==> src/rtl/mbti_pkg.sv <==
// Package for the multiply blend of two images: widths, register indexes,
// the enum types of the control logic and the structs passed between modules.
// Depends on nothing; every other file imports it.
`timescale 1ns / 1ps
`default_nettype none

package mbti_pkg;

   localparam int SAMPLE_W    = 17;   // raw input sample, two's complement
   localparam int VALUE_W     = 16;   // clamped sample, maximum and result
   localparam int DIM_REG_W   = 13;   // width and height registers
   localparam int CSR_IDX_W   = 3;
   localparam int CSR_DATA_W  = 16;
   localparam int LANES       = 3;    // red, green, blue
   localparam int MAX_DIM_DEF = 4096;

   localparam logic [CSR_IDX_W-1:0] CSR_FIRST_WIDTH   = 3'd0;
   localparam logic [CSR_IDX_W-1:0] CSR_FIRST_HEIGHT  = 3'd1;
   localparam logic [CSR_IDX_W-1:0] CSR_SECOND_WIDTH  = 3'd2;
   localparam logic [CSR_IDX_W-1:0] CSR_SECOND_HEIGHT = 3'd3;
   localparam logic [CSR_IDX_W-1:0] CSR_FIRST_MAX     = 3'd4;
   localparam logic [CSR_IDX_W-1:0] CSR_SECOND_MAX    = 3'd5;

   typedef enum logic [1:0] {
      SEL_NONE,
      SEL_FIRST,
      SEL_SECOND,
      SEL_BLEND
   } sel_type;

   typedef enum logic [1:0] {
      LANE_IDLE,
      LANE_MUL,
      LANE_DIV,
      LANE_DONE
   } lane_state_type;

   typedef enum logic {
      TOP_IDLE,
      TOP_BUSY
   } top_state_type;

   typedef struct packed {
      logic start;
      logic take;
   } lane_ctrl_type;

   typedef struct packed {
      logic               done;
      logic [VALUE_W-1:0] result;
   } lane_stat_type;

   typedef struct packed {
      logic cov_first;
      logic cov_second;
      logic last;
   } pos_type;

endpackage

`default_nettype wire

==> src/rtl/mbti_if.sv <==
// Valid/ready channel interfaces for the pixel-pair requests and the blended
// pixel responses. Depends on mbti_pkg for the field widths.
`timescale 1ns / 1ps
`default_nettype none

interface mbti_req_if import mbti_pkg::*; ();
   logic                       valid;
   logic                       ready;
   logic signed [SAMPLE_W-1:0] first_red;
   logic signed [SAMPLE_W-1:0] first_green;
   logic signed [SAMPLE_W-1:0] first_blue;
   logic signed [SAMPLE_W-1:0] second_red;
   logic signed [SAMPLE_W-1:0] second_green;
   logic signed [SAMPLE_W-1:0] second_blue;

   modport source (
      output valid, first_red, first_green, first_blue,
             second_red, second_green, second_blue,
      input  ready
   );
   modport sink (
      input  valid, first_red, first_green, first_blue,
             second_red, second_green, second_blue,
      output ready
   );
endinterface

interface mbti_rsp_if import mbti_pkg::*; ();
   logic               valid;
   logic               ready;
   logic [VALUE_W-1:0] out_red;
   logic [VALUE_W-1:0] out_green;
   logic [VALUE_W-1:0] out_blue;
   logic               frame_last;

   modport source (
      output valid, out_red, out_green, out_blue, frame_last,
      input  ready
   );
   modport sink (
      input  valid, out_red, out_green, out_blue, frame_last,
      output ready
   );
endinterface

`default_nettype wire

==> src/rtl/multiply_blend_two_images.sv <==
// Top level of the multiply blend of two RGB images: configuration registers,
// position counters, three color lanes and the merging output register.
// Depends on mbti_pkg, mbti_if, mbti_pos and mbti_lane.
//
// Usage: the source streams pixel pairs in raster order over the output frame
// on req_bus; each transfer carries the raw red, green and blue samples of
// both images at the current position. The frame is as wide and as high as
// the larger of the two configured image sizes. Each blended pixel leaves on
// rsp_bus, with frame_last set on the final pixel of the frame, after which
// the position counters restart at the top left.
// Sizes and maxima are written through csr_we, csr_index and csr_wdata while
// no pixel is in flight; writes to unused indexes are ignored.
// Timing: a request is taken when the block is idle. Three lanes, one per
// color, register the clamped samples, then their product, then run a
// 16-step radix-2 divider; the merging register loads once all lanes are
// done and it is free, and only then does the block take the next pixel.
// When the receiver stalls, the finished pixel waits in the output register
// while the next request is already accepted and computed; the lanes then
// hold their results until the register is free.
// Reset (synchronous, active high) clears the counters and the channel state
// and restores sizes of 1 by 1 and maxima of 255.
`timescale 1ns / 1ps
`default_nettype none

module multiply_blend_two_images import mbti_pkg::*; #(
   parameter int MAX_DIM = MAX_DIM_DEF
) (
   input  wire logic                  clock,
   input  wire logic                  reset,
   mbti_req_if.sink                   req_bus,
   mbti_rsp_if.source                 rsp_bus,
   input  wire logic                  csr_we,
   input  wire logic [CSR_IDX_W-1:0]  csr_index,
   input  wire logic [CSR_DATA_W-1:0] csr_wdata
);

   // Configuration registers.
   logic [DIM_REG_W-1:0] first_width_ff, first_height_ff;
   logic [DIM_REG_W-1:0] second_width_ff, second_height_ff;
   logic [VALUE_W-1:0]   first_max_ff, second_max_ff;

   always_ff @(posedge clock) begin
      if (reset) begin
         first_width_ff   <= DIM_REG_W'(1);
         first_height_ff  <= DIM_REG_W'(1);
         second_width_ff  <= DIM_REG_W'(1);
         second_height_ff <= DIM_REG_W'(1);
         first_max_ff     <= VALUE_W'(255);
         second_max_ff    <= VALUE_W'(255);
      end else if (csr_we) begin
         case (csr_index)
            CSR_FIRST_WIDTH:   first_width_ff   <= csr_wdata[DIM_REG_W-1:0];
            CSR_FIRST_HEIGHT:  first_height_ff  <= csr_wdata[DIM_REG_W-1:0];
            CSR_SECOND_WIDTH:  second_width_ff  <= csr_wdata[DIM_REG_W-1:0];
            CSR_SECOND_HEIGHT: second_height_ff <= csr_wdata[DIM_REG_W-1:0];
            CSR_FIRST_MAX:     first_max_ff     <= csr_wdata[VALUE_W-1:0];
            CSR_SECOND_MAX:    second_max_ff    <= csr_wdata[VALUE_W-1:0];
            default: ;
         endcase
      end
   end

   top_state_type      state_ff, state_in;
   logic               accept, load, all_done;
   pos_type            pos;
   sel_type            sel;
   logic [VALUE_W-1:0] divisor;
   lane_ctrl_type      lane_ctrl;
   lane_stat_type      lane_stat [LANES];
   logic signed [SAMPLE_W-1:0] raw_first  [LANES];
   logic signed [SAMPLE_W-1:0] raw_second [LANES];

   // The frame position is sampled at the transfer and the counters advance.
   mbti_pos #(.MAX_DIM(MAX_DIM)) u_pos (
      .clock         (clock),
      .reset         (reset),
      .advance       (accept),
      .first_width   (first_width_ff),
      .first_height  (first_height_ff),
      .second_width  (second_width_ff),
      .second_height (second_height_ff),
      .pos           (pos)
   );

   always_comb begin
      raw_first[0]  = req_bus.first_red;
      raw_first[1]  = req_bus.first_green;
      raw_first[2]  = req_bus.first_blue;
      raw_second[0] = req_bus.second_red;
      raw_second[1] = req_bus.second_green;
      raw_second[2] = req_bus.second_blue;
      divisor       = (first_max_ff > second_max_ff) ? first_max_ff : second_max_ff;
      if (pos.cov_first && pos.cov_second) begin
         sel = SEL_BLEND;
      end else if (pos.cov_first) begin
         sel = SEL_FIRST;
      end else if (pos.cov_second) begin
         sel = SEL_SECOND;
      end else begin
         sel = SEL_NONE;
      end
   end

   for (genvar i = 0; i < LANES; i++) begin : g_lane
      mbti_lane u_lane (
         .clock      (clock),
         .reset      (reset),
         .ctrl       (lane_ctrl),
         .raw_first  (raw_first[i]),
         .raw_second (raw_second[i]),
         .max_first  (first_max_ff),
         .max_second (second_max_ff),
         .divisor    (divisor),
         .sel        (sel),
         .stat       (lane_stat[i])
      );
   end

   // Merging stage: the lanes run in lockstep and load one output register.
   logic               out_valid_ff, out_valid_in;
   logic [VALUE_W-1:0] out_red_ff, out_green_ff, out_blue_ff;
   logic               out_last_ff, last_ff;

   always_comb begin
      all_done = 1'b1;
      for (int i = 0; i < LANES; i++) begin
         all_done = all_done & lane_stat[i].done;
      end

      req_bus.ready = state_ff == TOP_IDLE;
      accept        = req_bus.valid && req_bus.ready;
      load          = (state_ff == TOP_BUSY) && all_done
                      && (!out_valid_ff || rsp_bus.ready);
      lane_ctrl.start = accept;
      lane_ctrl.take  = load;

      state_in = state_ff;
      case (state_ff)
         TOP_IDLE: if (accept) state_in = TOP_BUSY;
         TOP_BUSY: if (load)   state_in = TOP_IDLE;
         default:  state_in = TOP_IDLE;
      endcase

      out_valid_in = out_valid_ff;
      if (load) begin
         out_valid_in = 1'b1;
      end else if (rsp_bus.ready) begin
         out_valid_in = 1'b0;
      end
   end

   always_ff @(posedge clock) begin
      if (reset) begin
         state_ff     <= TOP_IDLE;
         out_valid_ff <= 1'b0;
      end else begin
         state_ff     <= state_in;
         out_valid_ff <= out_valid_in;
      end
   end

   always_ff @(posedge clock) begin
      if (accept) begin
         last_ff <= pos.last;
      end
      if (load) begin
         out_red_ff   <= lane_stat[0].result;
         out_green_ff <= lane_stat[1].result;
         out_blue_ff  <= lane_stat[2].result;
         out_last_ff  <= last_ff;
      end
   end

   assign rsp_bus.valid      = out_valid_ff;
   assign rsp_bus.out_red    = out_red_ff;
   assign rsp_bus.out_green  = out_green_ff;
   assign rsp_bus.out_blue   = out_blue_ff;
   assign rsp_bus.frame_last = out_last_ff;

endmodule

`default_nettype wire

==> src/rtl/mbti_pos.sv <==
// Raster position counters and image coverage for the output frame.
// Depends on mbti_pkg.
`timescale 1ns / 1ps
`default_nettype none

module mbti_pos import mbti_pkg::*; #(
   parameter int MAX_DIM = MAX_DIM_DEF
) (
   input  wire logic                 clock,
   input  wire logic                 reset,
   input  wire logic                 advance,
   input  wire logic [DIM_REG_W-1:0] first_width,
   input  wire logic [DIM_REG_W-1:0] first_height,
   input  wire logic [DIM_REG_W-1:0] second_width,
   input  wire logic [DIM_REG_W-1:0] second_height,
   output pos_type                   pos
);

   localparam int DIM_W = $clog2(MAX_DIM + 1);
   localparam int CNT_W = $clog2(MAX_DIM);

   // A size of zero acts as one, a size above the limit as the limit.
   function automatic logic [DIM_W-1:0] dim_of(input logic [DIM_REG_W-1:0] v);
      logic [32:0] e;
      e = 33'(v);
      if (e == 33'd0) begin
         e = 33'd1;
      end else if (e > 33'(MAX_DIM)) begin
         e = 33'(MAX_DIM);
      end
      return DIM_W'(e);
   endfunction

   logic [CNT_W-1:0] col_ff, col_in;
   logic [CNT_W-1:0] row_ff, row_in;
   logic [DIM_W-1:0] w1, h1, w2, h2, ow, oh, col_x, row_x;
   logic             row_end;

   always_comb begin
      w1      = dim_of(first_width);
      h1      = dim_of(first_height);
      w2      = dim_of(second_width);
      h2      = dim_of(second_height);
      ow      = (w1 > w2) ? w1 : w2;
      oh      = (h1 > h2) ? h1 : h2;
      col_x   = DIM_W'(col_ff);
      row_x   = DIM_W'(row_ff);
      row_end = col_x >= (ow - DIM_W'(1));

      pos.cov_first  = (col_x < w1) && (row_x < h1);
      pos.cov_second = (col_x < w2) && (row_x < h2);
      pos.last       = row_end && (row_x >= (oh - DIM_W'(1)));

      col_in = col_ff;
      row_in = row_ff;
      if (advance) begin
         if (row_end) begin
            col_in = '0;
            row_in = pos.last ? '0 : row_ff + CNT_W'(1);
         end else begin
            col_in = col_ff + CNT_W'(1);
         end
      end
   end

   always_ff @(posedge clock) begin
      if (reset) begin
         col_ff <= '0;
         row_ff <= '0;
      end else begin
         col_ff <= col_in;
         row_ff <= row_in;
      end
   end

endmodule

`default_nettype wire

==> src/rtl/mbti_lane.sv <==
// One color lane: clamps both samples, multiplies them and divides the
// product by the larger maximum with a radix-2 restoring divider.
// Depends on mbti_pkg.
`timescale 1ns / 1ps
`default_nettype none

module mbti_lane import mbti_pkg::*; (
   input  wire logic                       clock,
   input  wire logic                       reset,
   input  wire lane_ctrl_type              ctrl,
   input  wire logic signed [SAMPLE_W-1:0] raw_first,
   input  wire logic signed [SAMPLE_W-1:0] raw_second,
   input  wire logic [VALUE_W-1:0]         max_first,
   input  wire logic [VALUE_W-1:0]         max_second,
   input  wire logic [VALUE_W-1:0]         divisor,
   input  wire sel_type                    sel,
   output lane_stat_type                   stat
);

   localparam int CNT_W = $clog2(VALUE_W);

   function automatic logic [VALUE_W-1:0] clamp(input logic [SAMPLE_W-1:0] raw,
                                                input logic [VALUE_W-1:0] maxv);
      logic [VALUE_W-1:0] v;
      v = raw[VALUE_W-1:0];
      if (raw[SAMPLE_W-1]) begin
         v = '0;
      end else if (v > maxv) begin
         v = maxv;
      end
      return v;
   endfunction

   lane_state_type       state_ff, state_in;
   logic [VALUE_W-1:0]   a_ff, a_in, b_ff, b_in, div_ff, div_in;
   logic [VALUE_W-1:0]   rem_ff, rem_in, quo_ff, quo_in;
   logic [CNT_W-1:0]     cnt_ff, cnt_in;
   sel_type              sel_ff, sel_in;
   logic [2*VALUE_W-1:0] prod;
   logic [VALUE_W:0]     trial;
   logic                 qbit;

   always_comb begin
      state_in = state_ff;
      a_in     = a_ff;
      b_in     = b_ff;
      div_in   = div_ff;
      sel_in   = sel_ff;
      rem_in   = rem_ff;
      quo_in   = quo_ff;
      cnt_in   = cnt_ff;
      prod     = a_ff * b_ff;
      trial    = {rem_ff, quo_ff[VALUE_W-1]};
      qbit     = trial >= {1'b0, div_ff};

      case (state_ff)
         LANE_IDLE: begin
            if (ctrl.start) begin
               a_in     = clamp(raw_first, max_first);
               b_in     = clamp(raw_second, max_second);
               div_in   = divisor;
               sel_in   = sel;
               state_in = LANE_MUL;
            end
         end
         LANE_MUL: begin
            // Both factors are at most the divisor, so the high half of the
            // product is already below it and the quotient fits in 16 bits.
            rem_in   = prod[2*VALUE_W-1:VALUE_W];
            quo_in   = prod[VALUE_W-1:0];
            cnt_in   = '0;
            state_in = LANE_DIV;
         end
         LANE_DIV: begin
            rem_in = qbit ? VALUE_W'(trial - {1'b0, div_ff}) : trial[VALUE_W-1:0];
            quo_in = {quo_ff[VALUE_W-2:0], qbit};
            cnt_in = cnt_ff + CNT_W'(1);
            if (cnt_ff == CNT_W'(VALUE_W - 1)) begin
               state_in = LANE_DONE;
            end
         end
         LANE_DONE: begin
            if (ctrl.take) begin
               state_in = LANE_IDLE;
            end
         end
         default: state_in = LANE_IDLE;
      endcase

      stat.done = state_ff == LANE_DONE;
      case (sel_ff)
         SEL_BLEND:  stat.result = (div_ff == '0) ? '0 : quo_ff;
         SEL_FIRST:  stat.result = a_ff;
         SEL_SECOND: stat.result = b_ff;
         default:    stat.result = '0;
      endcase
   end

   always_ff @(posedge clock) begin
      if (reset) begin
         state_ff <= LANE_IDLE;
      end else begin
         state_ff <= state_in;
      end
   end

   always_ff @(posedge clock) begin
      a_ff   <= a_in;
      b_ff   <= b_in;
      div_ff <= div_in;
      sel_ff <= sel_in;
      rem_ff <= rem_in;
      quo_ff <= quo_in;
      cnt_ff <= cnt_in;
   end

endmodule

`default_nettype wire
==> src/flat_wrapper.sv <==
// flat-port wrapper written by rule: the top's interface ports become plain ports
module multiply_blend_two_images_flat import mbti_pkg::*;
#(
   parameter int MAX_DIM = MAX_DIM_DEF
)
  (clock, reset, csr_we, csr_index, csr_wdata, req_bus_valid, req_bus_first_red, req_bus_first_green, req_bus_first_blue, req_bus_second_red, req_bus_second_green, req_bus_second_blue, req_bus_ready, rsp_bus_valid, rsp_bus_out_red, rsp_bus_out_green, rsp_bus_out_blue, rsp_bus_frame_last, rsp_bus_ready);
  mbti_req_if req_bus_i ();
  mbti_rsp_if rsp_bus_i ();
  input  wire logic clock;
  input  wire logic reset;
  input  wire logic csr_we;
  input  wire logic [CSR_IDX_W-1:0] csr_index;
  input  wire logic [CSR_DATA_W-1:0] csr_wdata;
  input wire logic [$bits(req_bus_i.valid)-1:0] req_bus_valid;
  input wire logic [$bits(req_bus_i.first_red)-1:0] req_bus_first_red;
  input wire logic [$bits(req_bus_i.first_green)-1:0] req_bus_first_green;
  input wire logic [$bits(req_bus_i.first_blue)-1:0] req_bus_first_blue;
  input wire logic [$bits(req_bus_i.second_red)-1:0] req_bus_second_red;
  input wire logic [$bits(req_bus_i.second_green)-1:0] req_bus_second_green;
  input wire logic [$bits(req_bus_i.second_blue)-1:0] req_bus_second_blue;
  output wire logic [$bits(req_bus_i.ready)-1:0] req_bus_ready;
  output wire logic [$bits(rsp_bus_i.valid)-1:0] rsp_bus_valid;
  output wire logic [$bits(rsp_bus_i.out_red)-1:0] rsp_bus_out_red;
  output wire logic [$bits(rsp_bus_i.out_green)-1:0] rsp_bus_out_green;
  output wire logic [$bits(rsp_bus_i.out_blue)-1:0] rsp_bus_out_blue;
  output wire logic [$bits(rsp_bus_i.frame_last)-1:0] rsp_bus_frame_last;
  input wire logic [$bits(rsp_bus_i.ready)-1:0] rsp_bus_ready;
  assign req_bus_i.valid = req_bus_valid;
  assign req_bus_i.first_red = req_bus_first_red;
  assign req_bus_i.first_green = req_bus_first_green;
  assign req_bus_i.first_blue = req_bus_first_blue;
  assign req_bus_i.second_red = req_bus_second_red;
  assign req_bus_i.second_green = req_bus_second_green;
  assign req_bus_i.second_blue = req_bus_second_blue;
  assign req_bus_ready = req_bus_i.ready;
  assign rsp_bus_valid = rsp_bus_i.valid;
  assign rsp_bus_out_red = rsp_bus_i.out_red;
  assign rsp_bus_out_green = rsp_bus_i.out_green;
  assign rsp_bus_out_blue = rsp_bus_i.out_blue;
  assign rsp_bus_frame_last = rsp_bus_i.frame_last;
  assign rsp_bus_i.ready = rsp_bus_ready;
  multiply_blend_two_images #(.MAX_DIM(MAX_DIM)) u_core (.clock(clock), .reset(reset), .req_bus(req_bus_i), .rsp_bus(rsp_bus_i), .csr_we(csr_we), .csr_index(csr_index), .csr_wdata(csr_wdata));
endmodule
==> config.mk <==
export PLATFORM = sky130hd
export DESIGN_NAME = multiply_blend_two_images_flat
export DESIGN_NICKNAME = d
export VERILOG_FILES = /design/src/rtl/mbti_pkg.sv /design/src/rtl/mbti_if.sv /design/src/rtl/multiply_blend_two_images.sv /design/src/rtl/mbti_pos.sv /design/src/rtl/mbti_lane.sv /design/src/flat_wrapper.sv
export SDC_FILE = /design/constraint.sdc
export NUM_CORES = 2
export LEC_CHECK = 0
export BUFFER_PORTS_ARGS = -buffer_cell sky130_fd_sc_hd__buf_2
export CAP_MARGIN = 0
export CORE_ASPECT_RATIO = 1.25
export CORE_MARGIN = 1
export CORE_UTILIZATION = 50
export CTS_BUF_LIST = sky130_fd_sc_hd__clkbuf_4 sky130_fd_sc_hd__clkbuf_8 sky130_fd_sc_hd__clkbuf_16
export DETAILED_ROUTE_END_ITERATION = 7
export GPL_TIMING_DRIVEN = 0
export HOLD_SLACK_MARGIN = 0.06
export PLACE_DENSITY_LB_ADDON = 0.08
export SLEW_MARGIN = 40
export SYNTH_ARGS = -nofsm -noshare
export SYNTH_HDL_FRONTEND = slang
export SYNTH_SLANG_ARGS = --single-unit
==> constraint.sdc <==
create_clock -name clock -period 8.6 [get_ports clock]
set_clock_uncertainty 0.15 [all_clocks]
set_input_delay 1.72 -clock clock [delete_from_list [all_inputs] [get_ports clock]]
set_output_delay 1.72 -clock clock [all_outputs]
set_load 0.01 [all_outputs]
======== Yosys cells after proc, flatten, opt, wreduce, memory -nomap -nowiden ========
Index checks and enable logic that the tools add are counted.
W data, S select, Z words.
word-level totals
  register bits ........................... 424
  bits of input ports ..................... 126
cells by class
  add/sub/neg operators ................... 10
  $mul .................................... 3
  $lt $le $gt $ge ......................... 22
  eq/ne operators ......................... 35
  mux-type cells .......................... 53
  bitwise logic cells ..................... 3
  reduce and logical (&&, ||, !) cells .... 37
operator list
  operator                 number
  $mux W16                 13
  $pmux W16 S2             6
  $pmux W16 S3             3
  $mux W13                 10
  $gt A16 B16 Y1           7
  $mul A16 B16 Y32         3
  $gt A13 B13 Y1 const B   4
  $logic_not A13 Y1        4
  $lt A12 B13 Y1           4
  $ge A17 B16 Y1           3
  $logic_not A16 Y1        3
  $sub A16 B16 Y16         3
  $ge A12 B13 Y1           2
  $gt A13 B13 Y1           2
  $sub A13 B1 Y13 const B  2
  $add A12 B1 Y12 const B  2
  $eq A2 B2 Y1 const B     12
  $mux W12                 2
  $pmux W2 S4              3
  $pmux W4 S2              3
  $reduce_and A2 Y1        10
  $mux W2                  8
  $add A4 B1 Y4 const B    3
  $eq A2 B1 Y1 const B     6
  17 further kinds         45

======== Depth between registers and ports, before layout ========
  word-level depth ........................ 9
  gate-level depth with buffers ........... 29
  depth with buffers taken out ............ 26

======== By module ========
From an unflattened synthesis, not the netlist that was laid out.
unflattened totals
  cells, all modules ...................... 5,779
  area, all modules ....................... 52,806.9 sq um
by module, submodules not included
  module                                times used  cells each  area each (sq um)  seq. area each (sq um)
  mbti_lane at u_core.g_lane[2].u_lane  1           1,552       14,298.7           2,622.5
  mbti_lane at u_core.g_lane[1].u_lane  1           1,538       14,216.1           2,622.5
  mbti_lane at u_core.g_lane[0].u_lane  1           1,523       14,191.1           2,622.5
  multiply_blend_two_images             1           516         5,230.0            3,223.1
  mbti_pos                              1           650         4,870.9            480.5

======== Worst setup path after synthesis ========
OpenSTA, ideal clock, no wires.
  kind .................................... register to register
  from .................................... reg u_core.g_lane[2].u_lane.b_ff[6]
  to ...................................... reg u_core.g_lane[2].u_lane.rem_ff[14], data pin
  setup time .............................. 0.259 ns
  arrival time ............................ 6.366 ns
  required time ........................... 8.191 ns
  setup slack ............................. 1.825 ns
  stages on the path, launching flop included .. 23
  path buffers ............................ 2
  clock period less this slack ............ 6.775 ns
  cells stage by stage .................... edfxtp_1 -> clkbuf_1 -> clkbuf_1 -> nand2_1 -> fa_1 -> inv_1 -> fa_1 -> inv_1 -> fa_1 -> fa_1 -> inv_1 -> fa_1 -> fa_1 -> ha_1 -> a21o_1 -> a21o_1 -> and2_1 -> a211oi_1 -> a21oi_1 -> a221oi_1 -> o21ai_0 -> mux2i_1 -> a211o_1
between the ends
  cells in the longest elaborated chain, start to end .. 2
RTL lines
  element                                 line              text
  start, declared                         mbti_lane.sv:35   logic [VALUE_W-1:0] a_ff, a_in, b_ff, b_in, div_ff, div_in;
  start signal, assigned                  mbti_lane.sv:109  b_ff <= b_in;
  $mul A16 B16 Y32                        mbti_lane.sv:52   prod = a_ff * b_ff;
  $pmux W16 S2                            mbti_lane.sv:56   case (state_ff)
  net u_core.g_lane[2].u_lane.rem_in[14]  mbti_lane.sv:36   logic [VALUE_W-1:0] rem_ff, rem_in, quo_ff, quo_in;
  end signal, assigned                    mbti_lane.sv:112  rem_ff <= rem_in;
  end, declared                           mbti_lane.sv:36
The timed path passes the listed nets, and every way through them passes these cells.
A chain may end at the register's enable or synchronous reset.

======== Final worst setup path ========
  from .................................... reg u_core.g_lane[2].u_lane.b_ff[5]
  to ...................................... reg u_core.g_lane[2].u_lane.rem_ff[14], data pin
The elaborated chain is that of the path after synthesis.

==> results.toml <==
[outcome]
status = "complete, but fails checks"
violations = "DRC"

[global_route]
grt_overflow = 0
antenna_found_initial = 15
grt_pass1_wl_mm = 246
first_global_vias = 41100
grt_max_degree = 46
grt_usage_pct = 31.7

[synth]
syn-cell-area_sq_mm = 0.0512
synth_most_common_cell = "inv_1"
synth_area_leaders = "fa_1, edfxtp_1, ha_1"
synth_enable_flop_cells = 308
synth_warnings = 0
yosysTopAreaCell = "fa_1"
syn_area_per_cell_sq_um = 9.14
ys.flop_type = "edfxtp_1"
ys_ff_latch = 424
netlist_instances = 5595
async_reset_ff_share_pct = 0
synth-seq-area-share_pct = 22.6
syn_nets = 6891
yosys.area.top_type_share_pct = 22.9
synth_cell_types = 76
synth_common_cells = "inv_1, nand2_1, fa_1, ha_1, edfxtp_1"

[sta]
max-slew-margin-rel_pct = 36.6
setup_violations = 0
fin_tns_setup_ns = 0
tightest_slew_ns = 0.941
drv_slew = 0
hold_violations = 0
fin_crit_sh_pct = 94.1
fin_crit_ns = 8.09
fmax_ghz = 0.124
rsz0062_at_grt = "false"

[floorplanning]
die_w_um = 288
start_util_pct = 50.6
dieArea_sq_mm = 0.104
row_count = 130
core_sq_mm = 0.101
io_pins = 177
die_h_um = 360

[final_layout]
area_growth_pct = 8.71
final_layout_size_suffix_gt1_share_pct = 5.82
finalNetCount = 7116
fill_cells = 9380

[setup_path]
cp.required_ns = 8.84
path_class = "register to register"
crit_path_end_kind = "register"
worstPathMaxFanout = 10
critPathArrivalTime_ns = 8.33
startpoint_type = "register"

[placement]
routabilityCongestion = 0.976
dp_hpwl_mm = 130
numPortBuffers = 169

[routing]
routed_wl_mm = 163
drc_errors = 37
dr.pass1.iters = 8
drt_iter0_drc = 3530
avgRoutedWirePerCell_um = 22.6
vias = 41000
ant_nets = 0
viasPerCell = 5.71

[clocking]
cts_buffer_depth = 3
htreeDepth = 2
cts_tree = "yes"
clock_latency_ns = 0.66
path_clk_slew_ns = 0.07
holdBufCountCts = 0
numCtsBuffers = 49
postCtsSetupBuffers = 0
clockRootBuffer = "clkbuf_16"
numClockSinks = 424
cts_resized = 0

[flow_run]
maxCapViolCount = 0

[worst_hold_path]
hp-class = "register to register"
final timing paths:
path	slack, ns	end	start	cells after the start
min	0.28	u_core.rsp_bus.frame_last$_DFFE_PP_	u_core.last_ff$_DFFE_PP_	0
max reg2reg	0.51	u_core.g_lane[2].u_lane.rem_ff[14]$_DFFE_PP_	u_core.g_lane[2].u_lane.b_ff[5]$_SDFFCE_PP0P_	22
max	0.51	u_core.g_lane[2].u_lane.rem_ff[14]$_DFFE_PP_	u_core.g_lane[2].u_lane.b_ff[5]$_SDFFCE_PP0P_	22
min reg2reg	0.28	u_core.rsp_bus.frame_last$_DFFE_PP_	u_core.last_ff$_DFFE_PP_	0
kinds of logic (layout without fill, tap and decap cells):
logic type	after synthesis	count (layout)	synth area share, %
flip-flops	424	424	22.6
buffers and inverters	1119	1381	8.25
other	0	9	0
AO/OA/AOI/OAI	820	820	10.5
adder cells (fa/ha/maj)	1170	1170	37.2
XOR/XNOR	154	154	2.64
AND/OR/NAND/NOR	1767	1767	16.0
multiplexers	141	141	2.83
cells in the final DEF, fill, tap and decap left out, types with 77 or more instances in the layout:
master,instances
a21oi_1,260
xnor2_1,95
fa_1,585
inv_1,866
mux2i_1,114
buf_2,182
nand2_1,851
nor2_1,268
o21ai_0,172
edfxtp_1,308
ha_1,582
clkbuf_1,218
dfxtp_1,116
nand2b_1,77
and2_1,269
state kept, by name (all words and copies together), names as in the netlist, 13 cells and up:
| signal | cells |
|---|---|
| u_core.g_lane.u_lane.div_ff | 48 |
| u_core.g_lane.u_lane.b_ff | 48 |
| u_core.rsp_bus.out_blue | 16 |
| u_core.first_height_ff | 13 |
| u_core.rsp_bus.out_green | 16 |
| u_core.g_lane.u_lane.rem_ff | 48 |
| u_core.second_max_ff | 16 |
| u_core.first_max_ff | 16 |
| u_core.second_width_ff | 13 |
| u_core.g_lane.u_lane.quo_ff | 48 |
| u_core.g_lane.u_lane.a_ff | 48 |
| u_core.second_height_ff | 13 |
| u_core.rsp_bus.out_red | 16 |
| u_core.first_width_ff | 13 |
critical path, cell delays in order (launching register included):
cell      delay, ns
edfxtp_1       0.33
clkbuf_1       0.63
clkbuf_1       0.47
nand2_1        0.14
fa_1           0.53
inv_1          0.05
fa_1           0.54
inv_1          0.06
fa_1           0.47
fa_1           0.49
inv_1          0.05
fa_1           0.50
fa_1           0.49
ha_1           0.36
a21o_1         0.17
a21o_1         0.21
and2_1         0.19
a211oi_1       0.46
a21oi_1        0.29
a221oi_1       0.50
o21ai_0        0.25
mux2i_1        0.21
a211o_1        0.26
final cells by class:
| type | count | area [sq um] | area share (%) |
|---|---|---|---|
| Clock inverter | 28 | 360 | 0.648 |
| Sequential cell | 424 | 11600 | 20.8 |
| Clock buffer | 60 | 1360 | 2.44 |
| Buffer | 250 | 965 | 1.73 |
| Antenna cell | 9 | 22.5 | 0.0405 |
| Tap cell | 1320 | 1650 | 2.97 |
| Multi-Input combinational cell | 4052 | 35500 | 63.8 |
| Inverter | 869 | 3270 | 5.87 |
| Timing Repair Buffer | 174 | 953 | 1.71 |
layer usage:
layer  track usage (%)  part of all wire (%)  up-vias
li1                  -                     -    18900
met1              42.3                    42    20400
met2              51.2                    47     1465
met3              5.07                   7.5      315
met4              12.3                   4.4       12
met5                 0                 0.057        -
stage by stage:
stage | instance area (sq um) | std cells | hold slack, ns | worst slack (ns) | util (%)
2_1_floorplan | 51200 | 5595 | 0.250 | 1.82 | -
3_3_place_gp | 53700 | 7084 | 0.251 | 0.521 | 53.1
3_5_place_dp | 53800 | 7089 | 0.280 | 0.472 | 53.3
4_1_cts | 55600 | 7177 | 0.296 | 0.453 | 55.0
5_1_grt | 55600 | 7179 | 0.294 | 0.195 | 55.0
6_report | 55600 | 7186 | 0.285 | 0.510 | 55.1
Power is not shown: default switching activity piles up to over one toggle a cycle in this logic, so the estimate is an artifact.
